`config.mk`:
```
export PLATFORM = sky130hd
export DESIGN_NAME = nozzle_flow_table_interpolator_top
export DESIGN_NICKNAME = d
export VERILOG_FILES = /design/src/design/nfti_pkg.sv /design/src/design/nfti_interp.sv /design/src/design/nozzle_flow_table_interpolator_top.sv
export SDC_FILE = /design/constraint.sdc
export NUM_CORES = 2
export LEC_CHECK = 0
export BUFFER_PORTS_ARGS = -buffer_cell sky130_fd_sc_hd__buf_2
export CAP_MARGIN = 20
export CORE_AREA = 2 2 288 347
export CTS_CLUSTER_SIZE = 14
export DETAILED_ROUTE_END_ITERATION = 8
export DIE_AREA = 0 0 290 349
export PLACE_DENSITY = 0.8
export SETUP_SLACK_MARGIN = 0.05
export SLEW_MARGIN = 25
export SYNTH_ARGS = -nofsm -noshare
export SYNTH_HDL_FRONTEND = slang
export SYNTH_SLANG_ARGS = --single-unit
```
`constraint.sdc`:
```
create_clock -name clk -period 7.67 [get_ports clk]
set_input_delay 0.767 -clock clk [delete_from_list [all_inputs] [get_ports clk]]
set_output_delay 0.767 -clock clk [all_outputs]
set_load 0.01 [all_outputs]
```
`src/design/nfti_pkg.sv`:
```
package nfti_pkg;

	localparam int CFG_DW = 4;
	localparam int CFG_IW = 1;
	localparam int FLOW_W = 20;

	localparam logic [CFG_IW-1:0] CFG_NOZZLE_TYPE = 1'b0;
	localparam logic [CFG_IW-1:0] CFG_VALVE_COUNT = 1'b1;

	localparam logic CMD_WRITE    = 1'b0;
	localparam logic CMD_ESTIMATE = 1'b1;

	typedef struct packed {
		logic        command;
		logic [15:0] pressure;
		logic [1:0]  entry_type;
		logic [3:0]  entry_index;
		logic [15:0] entry_flow;
	} in_word_t;

	typedef struct packed {
		logic [FLOW_W-1:0] flow;
		logic              clamped;
	} out_word_t;

	// control that rides along the pipeline with each word
	typedef struct packed {
		logic valid;
		logic est;
		logic clamp;
	} tag_t;

endpackage

```
`src/design/nfti_interp.sv`:
```
module nfti_interp (
	input  logic              clk,
	input  logic              arst_n,
	input  nfti_pkg::tag_t    tag,
	input  logic [15:0]       lo,
	input  logic [15:0]       hi,
	input  logic [7:0]        frac,
	input  logic [3:0]        valve_count,
	output nfti_pkg::out_word_t result,
	output logic              done
);

	nfti_pkg::tag_t tag_s3, tag_s4;
	logic [24:0] prod_lo_s3;
	logic [23:0] prod_hi_s3;
	logic [15:0] per_s4;
	logic [24:0] sum;
	nfti_pkg::out_word_t result_s5;
	logic done_s5;

	assign sum = prod_lo_s3 + 25'(prod_hi_s3);

	always_ff @(posedge clk or negedge arst_n) begin
		if (!arst_n) begin
			tag_s3  <= '0;
			tag_s4  <= '0;
			done_s5 <= 1'b0;
		end else begin
			tag_s3  <= tag;
			tag_s4  <= tag_s3;
			done_s5 <= tag_s4.valid;
		end
	end

	always_ff @(posedge clk) begin
		prod_lo_s3 <= 25'(lo) * 25'(9'd256 - {1'b0, frac});
		prod_hi_s3 <= 24'(hi) * 24'(frac);
		// interpolated sum stays below 2^24, truncate the fraction
		per_s4 <= sum[23:8];
		if (tag_s4.est) begin
			result_s5.flow <= 20'(per_s4) * 20'(valve_count);
		end else begin
			result_s5.flow <= '0;
		end
		result_s5.clamped <= tag_s4.est & tag_s4.clamp;
	end

	assign result = result_s5;
	assign done   = done_s5;

endmodule

```
`src/design/nozzle_flow_table_interpolator_top.sv`:
```
// Nozzle flow table interpolator.
// Command channel: a word on sample is taken at a clock edge with start high
// and busy low. busy is always low, so a word may be issued every cycle.
// command write stores entry_flow in table entry_type at entry_index (out of
// range writes are dropped); command estimate interpolates the flow of the
// selected nozzle table at pressure and scales it by the valve count.
// Every accepted word gives exactly one result word: done is high for one
// cycle with result, once the word has passed the five-stage datapath; writes
// return flow 0. Throughput is one word per clock, set by the two-read-port
// table memory and that datapath (address, table read, products, sum, valve
// scaling).
// Configuration: cfg_we with cfg_index 0 sets nozzle_type, 1 sets valve_count;
// write only while no word is in flight.
// Reset clears the pipeline and sets nozzle_type 0 and valve_count 1; the
// flow tables hold no defined contents until loaded.
// The receiver cannot stall: result is valid only in the done cycle.
module nozzle_flow_table_interpolator_top #(
	parameter int TABLE_ENTRIES = 16,
	parameter int NOZZLE_TYPES  = 4
) (
	input  logic                         clk,
	input  logic                         arst_n,
	input  logic                         cfg_we,
	input  logic [nfti_pkg::CFG_IW-1:0]  cfg_index,
	input  logic [nfti_pkg::CFG_DW-1:0]  cfg_data,
	input  logic                         start,
	output logic                         busy,
	input  nfti_pkg::in_word_t           sample,
	output logic                         done,
	output nfti_pkg::out_word_t          result
);

	localparam int DEPTH = NOZZLE_TYPES * TABLE_ENTRIES;
	localparam int AW    = $clog2(DEPTH);

	logic [1:0] nozzle_type_q;
	logic [3:0] valve_count_q;

	logic          accept;
	logic          wr_en;
	logic [AW-1:0] wr_addr;
	logic [1:0]    t_sat;
	logic [AW-1:0] base;
	logic [7:0]    n;
	logic          clamp;
	logic [AW-1:0] addr_lo, addr_hi;
	logic [7:0]    frac;
	logic          lo_zero;

	logic [15:0]    flow_mem [DEPTH];

	nfti_pkg::tag_t tag_s1, tag_s2;
	logic [AW-1:0]  addr_lo_s1, addr_hi_s1;
	logic [7:0]     frac_s1, frac_s2;
	logic           lo_zero_s1, lo_zero_s2;
	logic [15:0]    lo_s2, hi_s2;
	logic [15:0]    lo_eff;

	assign busy   = 1'b0;
	assign accept = start && !busy;

	always_ff @(posedge clk or negedge arst_n) begin
		if (!arst_n) begin
			nozzle_type_q <= 2'd0;
			valve_count_q <= 4'd1;
		end else if (cfg_we) begin
			unique case (cfg_index)
				nfti_pkg::CFG_NOZZLE_TYPE: nozzle_type_q <= cfg_data[1:0];
				nfti_pkg::CFG_VALVE_COUNT: valve_count_q <= cfg_data;
				default: ;
			endcase
		end
	end

	assign wr_en = accept && (sample.command == nfti_pkg::CMD_WRITE)
		&& (int'(sample.entry_type) < NOZZLE_TYPES)
		&& (int'(sample.entry_index) < TABLE_ENTRIES);
	assign wr_addr = AW'(int'(sample.entry_type) * TABLE_ENTRIES
		+ int'(sample.entry_index));

	always_comb begin
		if (int'(nozzle_type_q) >= NOZZLE_TYPES) begin
			t_sat = 2'(NOZZLE_TYPES - 1);
		end else begin
			t_sat = nozzle_type_q;
		end
		base  = AW'(int'(t_sat) * TABLE_ENTRIES);
		n     = sample.pressure[15:8];
		clamp = int'(n) >= TABLE_ENTRIES;
		if (clamp) begin
			// both reads hit the last entry, zero fraction picks it as is
			addr_hi = base + AW'(TABLE_ENTRIES - 1);
			addr_lo = addr_hi;
			frac    = 8'd0;
			lo_zero = 1'b0;
		end else begin
			addr_hi = base + AW'(n);
			frac    = sample.pressure[7:0];
			lo_zero = (n == 8'd0);
			if (lo_zero) begin
				addr_lo = base;
			end else begin
				addr_lo = base + AW'(n) - AW'(1);
			end
		end
	end

	always_ff @(posedge clk or negedge arst_n) begin
		if (!arst_n) begin
			tag_s1 <= '0;
			tag_s2 <= '0;
		end else begin
			tag_s1.valid <= accept;
			tag_s1.est   <= sample.command == nfti_pkg::CMD_ESTIMATE;
			tag_s1.clamp <= clamp;
			tag_s2       <= tag_s1;
		end
	end

	always_ff @(posedge clk) begin
		addr_lo_s1 <= addr_lo;
		addr_hi_s1 <= addr_hi;
		frac_s1    <= frac;
		lo_zero_s1 <= lo_zero;
		frac_s2    <= frac_s1;
		lo_zero_s2 <= lo_zero_s1;
	end

	// write at accept, table reads in the following cycle see it
	always_ff @(posedge clk) begin
		if (wr_en) begin
			flow_mem[wr_addr] <= sample.entry_flow;
		end
		lo_s2 <= flow_mem[addr_lo_s1];
		hi_s2 <= flow_mem[addr_hi_s1];
	end

	assign lo_eff = lo_zero_s2 ? 16'd0 : lo_s2;

	nfti_interp u_interp (
		.clk         (clk),
		.arst_n      (arst_n),
		.tag         (tag_s2),
		.lo          (lo_eff),
		.hi          (hi_s2),
		.frac        (frac_s2),
		.valve_count (valve_count_q),
		.result      (result),
		.done        (done)
	);

endmodule

```
Word level (Yosys, flattened, before mapping)
Memory sizes are Yosys's and may differ from the RTL's. A register that Yosys moved wholly into a read port is not among the register bits.
Cells that the tools add are included.
- input bits: 48
- memories kept: 1
- register bits after elaboration: 134
- word-level logic and storage cells: 50
- output and inout port bits: 23
- bits in writable memories: 1024
- memory list (memory ; depth ; bits a word ; read ports ; clocked after memory_dff ; wr ports ; RTL line ; text):
    flow_mem ; 64 ; 16 ; 2 ; 2 ; 1 ; nozzle_flow_table_interpolator_top.sv:50 ; logic [15:0] flow_mem [DEPTH];
- reduce and logical (&&, ||, !) cells: 4
- multiplexer cells: 6
- multipliers: 3
- bitwise logic cells: 3
- add/subtract/negate cells: 6
- magnitude comparators: 1
- operators by type and width (operator ; count):
    multiplier 16 x 25 -> 24 bit ; 1
    adder 24 bit ; 1
    multiplier 16 x 8 -> 24 bit ; 1
    multiplier 16 x 4 -> 20 bit ; 1
    two-way mux 6 bit ; 3
    two-way mux 16 bit ; 1
    subtractor 9 x 8 -> 10 bit (first input constant) ; 1
    >= comparator 8 x 5 -> 1 bit (second input constant) ; 1
    logical NOT 8 bit ; 1
    adder 6 x 4 -> 6 bit ; 1
    adder 6 x 4 -> 6 bit (second input constant) ; 1
    adder 6 bit ; 1
    subtractor 6 x 1 -> 6 bit (second input constant) ; 1
    AND reduction 2 bit ; 2
    two-way mux 1 bit ; 2
    NOT 1 bit ; 2
    bitwise AND 1 bit ; 1
    logical AND 1 bit ; 1

Longest topological paths before layout
- depth in word-level cells: 4
- depth in mapped cells: 28

By module
From an unflattened synthesis, not the netlist that was laid out.
- cells, all modules: 4010
- area, all modules: 62905.3 sq um
- modules (own cells, without submodules) (module ; seq. area each (sq um) ; times used ; cells an instance ; area an instance (sq um)):
    nozzle_flow_table_interpolator_top ; 32292.2 ; 1 ; 2557 ; 49518.7
    nfti_interp ; 1876.8 ; 1 ; 1453 ; 13386.6

Worst setup path after synthesis
No wires, ideal clock.
- path type: register to register
- from: register frac_s2[0]
- to: register u_interp.prod_lo_s3[23]
- period minus slack after synthesis: 6663 ps
- cell stages (with the launch flop): 25
- buffers on the path: 1
- setup time: 122 ps
- setup slack: 1007 ps
- arrival time: 6541 ps
- cell sequence: dfxtp_1 inv_1 clkbuf_1 ha_1 nand3_1 xnor2_1 nor2_1 fa_1 inv_1 fa_1 inv_1 fa_1 ha_1 fa_1 inv_1 fa_1 inv_1 ha_1 a2111oi_0 o21ai_1 a221oi_1 nor3_1 o31ai_1 a21oi_1 a311o_1
- longest elaborated chain between the ends: 2
- RTL lines (element ; RTL line ; text):
    from (decl) ; nozzle_flow_table_interpolator_top.sv:54 ; logic [7:0] frac_s1, frac_s2;
    from (signal assigned) ; nozzle_flow_table_interpolator_top.sv:125 ; frac_s2 <= frac_s1;
    subtractor 9 x 8 -> 10 bit ; nfti_interp.sv:36 ; prod_lo_s3 <= 25'(lo) * 25'(9'd256 - {1'b0, frac});
    multiplier 16 x 25 -> 24 bit ; nfti_interp.sv:36 ;
    to (signal assigned) ; nfti_interp.sv:36 ;
    to (decl) ; nfti_interp.sv:14 ; logic [24:0] prod_lo_s3;
Every way passes these cells.
A chain may end at the register's enable or synchronous reset.

Worst setup path after layout
- from: register frac_s2[2]
- to: register u_interp.prod_lo_s3[23]
The elaborated chain is that of the path after synthesis.

==> flow_summary.ini <==
[timing]
fin_crit_sh_pct = 92.93
setup_viol_count_final = 0
fin_tns_setup_ns = 0
layout_setup_ws_ns = 0.5424
fmax_mhz = 140.3
rsz0062_at_grt = no
worst_clock_skew_ns = 0.04642
slew_violations = 0
worst_pin_slew_ns = 1.144
post-route-min-period_ns = 7.128
slew_headroom_pct = 23.71
timing.hold.ws_ns = 0.2383
finalHoldViolations = 0

[worst_setup_path]
r2r-start = frac_s2[2]
crit_fanout = 10
end_kind = flop
arrival_ns = 7.73
crit_type = flop to flop
start_kind = flop
crit_family = adder cells
cp_data_required_time_ns = 8.27
critPathLaunch = frac_s2[2]
crit_top_cell = fa_1
critPathSlowestCell = a221oi_1
cpPeakStageDelay_ns = 0.64
cp_num_buf_inv = 5
crit_chain = nor2_1, nand3_1, nor4_1, xor2_1, buf_4, nor2_1, fa_1, inv_1, fa_1, inv_1, fa_1, ha_1, fa_1, inv_1, fa_1, inv_1, ha_1, a2111oi_0, o21ai_1, a221oi_1, nor3_1, o31ai_1, a21oi_1, a311o_1

[synth]
yosysSeqAreaShare_pct = 54.89
syn_area_um2 = 62250
synth_cell_types = 66
ys_ff_latch = 1190
async_flop_share_pct = 1.597
ys.warnings.count = 0
synth_edf_count = 1024
postSynthAreaPerCell_um2 = 17.50
syn_inst = 3558
syn_nets = 4000
synth_ff_type = edfxtp_1

[power]
powerDensity_nw_per_um2 = 243.1
p_leak_nw = 24.88
vdd_drop_max_uv = 210.5
p_total_mw = 16.60

[global_routing]
grt_pass1_vias = 38252
grt_pass1_wl_mm = 256.0
antenna_found_initial = 29
grtUsageMet1_pct = 40.40
grt_max_degree = 158
grt_util_met3_pct = 8.598
grt_usage_pct = 35.45
overflow = 0
busiest_layer = met2
use_met2_pct = 58.17

[floorplan]
die_height_um = 349
die_area_um2 = 101200
ios = 71
fp.dieW_um = 290
core_area_um2 = 97900
rows = 126
initial_core_util_pct = 63.59

[placed_design]
placedCellCount = 4811
io_buffers = 69
placed_cell_area_um2 = 64390
dpl_worst_slack_ns = 0.5958
gp_congestion = 0.9112
dp_hpwl_mm = 106.7

[clock_tree]
clock_latency_ns = 0.72
numClockSinks = 1190
cts_buffers = 112
htreeDepth = 3
tritoncts = done
clk_pin_slew_ns = 0.06
cts_setup_buffers = 0
clockBufferDepth = 3
clock-root-buffer = clkbuf_16

[drt]
via_count = 35976
wl_per_cell_um = 34.83
drtAntennaViolNets = 0
drt_first_pass_iters = 7
drcViolationCount = 0
drt_iter0_drc = 4263
viasPerCell = 7.144
totalWireLength_mm = 175.4

[min_path]
hold_path_startpoint = sample[38]
hold_path.class = input port to flop

[layout]
num-fill-cells = 5813
utilization_pct = 69.75
final_cell_area_um2 = 68290
synthToLayoutAreaGrowth_pct = 9.698
drive_gt1_share_pct = 29.35
nets = 4088
instances_no_fill = 5036

[status]
outcome = complete, no violations

[job]
cap_violations = 0
==> synth_stat cells, types with 4 or more instances <==
library cell,number,area share (%)
a21o_1,18,0.22
nand3_1,15,0.12
edfxtp_1,1024,49
nand2b_1,22,0.22
o21ai_0,29,0.23
and3_1,4,0.040
nor3_1,10,0.080
a21oi_1,47,0.38
o21a_1,9,0.11
fa_1,207,6.7
mux2_2,7,0.13
or2_2,5,0.050
nand2_1,202,1.2
and2_1,112,1.1
a211oi_1,8,0.096
mux4_2,672,24
ha_1,187,3.8
nand4_1,5,0.050
a31oi_1,4,0.040
nor2b_1,18,0.18
dfxtp_1,147,4.7
clkbuf_1,120,0.72
xor2_1,24,0.34
buf_1,20,0.12
o21bai_1,7,0.084
inv_1,251,1.5
buf_2,52,0.42
dfrtp_1,18,0.72
nor2_1,191,1.2
xnor2_1,60,0.84
or3_1,7,0.070
==> worst reg2reg max path, cell delays in order (launching register included) <==
cell       delay [ns]
dfxtp_1          0.32
nor2_1           0.21
nand3_1          0.14
nor4_1           0.42
xor2_1           0.26
buf_4            0.22
nor2_1           0.08
fa_1             0.51
inv_1            0.06
fa_1             0.42
inv_1            0.09
fa_1             0.39
ha_1             0.30
fa_1             0.48
inv_1            0.05
fa_1             0.47
inv_1            0.04
ha_1             0.34
a2111oi_0        0.37
o21ai_1          0.17
a221oi_1         0.64
nor3_1           0.14
o31ai_1          0.37
a21oi_1          0.16
a311o_1          0.38
==> cells by family after synthesis <==
family,after synthesis,share of synthesized area (%)
xor+xnor,84,1.182
flops,1190,54.89
mux,679,24.44
compound gates,157,1.737
other cells,1,0.006024
fa+ha+maj,394,10.42
simple gates,607,4.512
buf+inv,446,2.824
==> per-layer routing <==
layer / up-vias / part of all wire, %
met4: 24 / 9.4
met5: - / 0.092
met1: 18376 / 30
met3: 780 / 11
met2: 2687 / 49
li1: 14109 / -
==> cell usage in the layout, fill, tap and decap left out, types with 24 or more instances in the layout <==
| master | count |
|---|---|
| inv_1 | 251 |
| fa_1 | 207 |
| xor2_1 | 24 |
| clkbuf_16 | 114 |
| nor2_2 | 57 |
| mux4_2 | 672 |
| a21oi_1 | 47 |
| nand2_1 | 202 |
| clkinv_1 | 30 |
| buf_4 | 108 |
| o21ai_0 | 29 |
| buf_2 | 53 |
| dfxtp_1 | 138 |
| edfxtp_1 | 1024 |
| ha_1 | 187 |
| and2_1 | 112 |
| xnor2_1 | 60 |
| nor2_1 | 134 |
==> path summary, 6_finish.rpt <==
check	to	slack, ns	cells after the start
hold / removal	tag_s1[1]	0.24	1
min in group asynchronous	u_interp.tag_s4[1]	0.51	2
setup reg to reg	u_interp.prod_lo_s3[23]	0.54	24
max in group asynchronous	valve_count_q[0]	6.84	2
setup / recovery	u_interp.prod_lo_s3[23]	0.54	24
hold reg to reg	u_interp.tag_s4[2]	0.34	0
==> state kept, by name, summed over array words and instances (netlist names), 4 cells and up <==
register and cells:
flow_mem 1024, u_interp.result 21, frac_s2 8, addr_lo_s1 6, u_interp.per_s4 16, u_interp.prod_lo_s3 24, valve_count_q 4, hi_s2 16
u_interp.prod_hi_s3 24, addr_hi_s1 6, frac_s1 8, lo_s2 16
==> report_power, final <==
group / total, mW / internal [mW] / switching, mW
combinational: 3.34 / 1.46 / 1.88
clock: 5.78 / 3.31 / 2.48
sequential: 7.47 / 7.27 / 0.206
==> final cells by class <==
type                       instances  area [µm²]  share of cell area, %
sequential                      1190       34200                  50.08
multi-input combinational       1922       26480                  38.77
clock buffer                     134        2972                  4.351
tap                             1280        1602                  2.345
timing repair buffer             169        1217                  1.783
inverter                         251       942.2                  1.380
clock inverter                    78       852.1                  1.248
antenna                           12       30.03                0.04397
==> repair_timing <==
| item | 4_1_cts | 5_1_grt |
|---|---|---|
| resized for setup | 0 | 0 |
| endpoints found under the hold margin | 18 | 0 |
| hold buffers | 1 | 0 |
No activity file was read; power rests on OpenSTA's default activity.
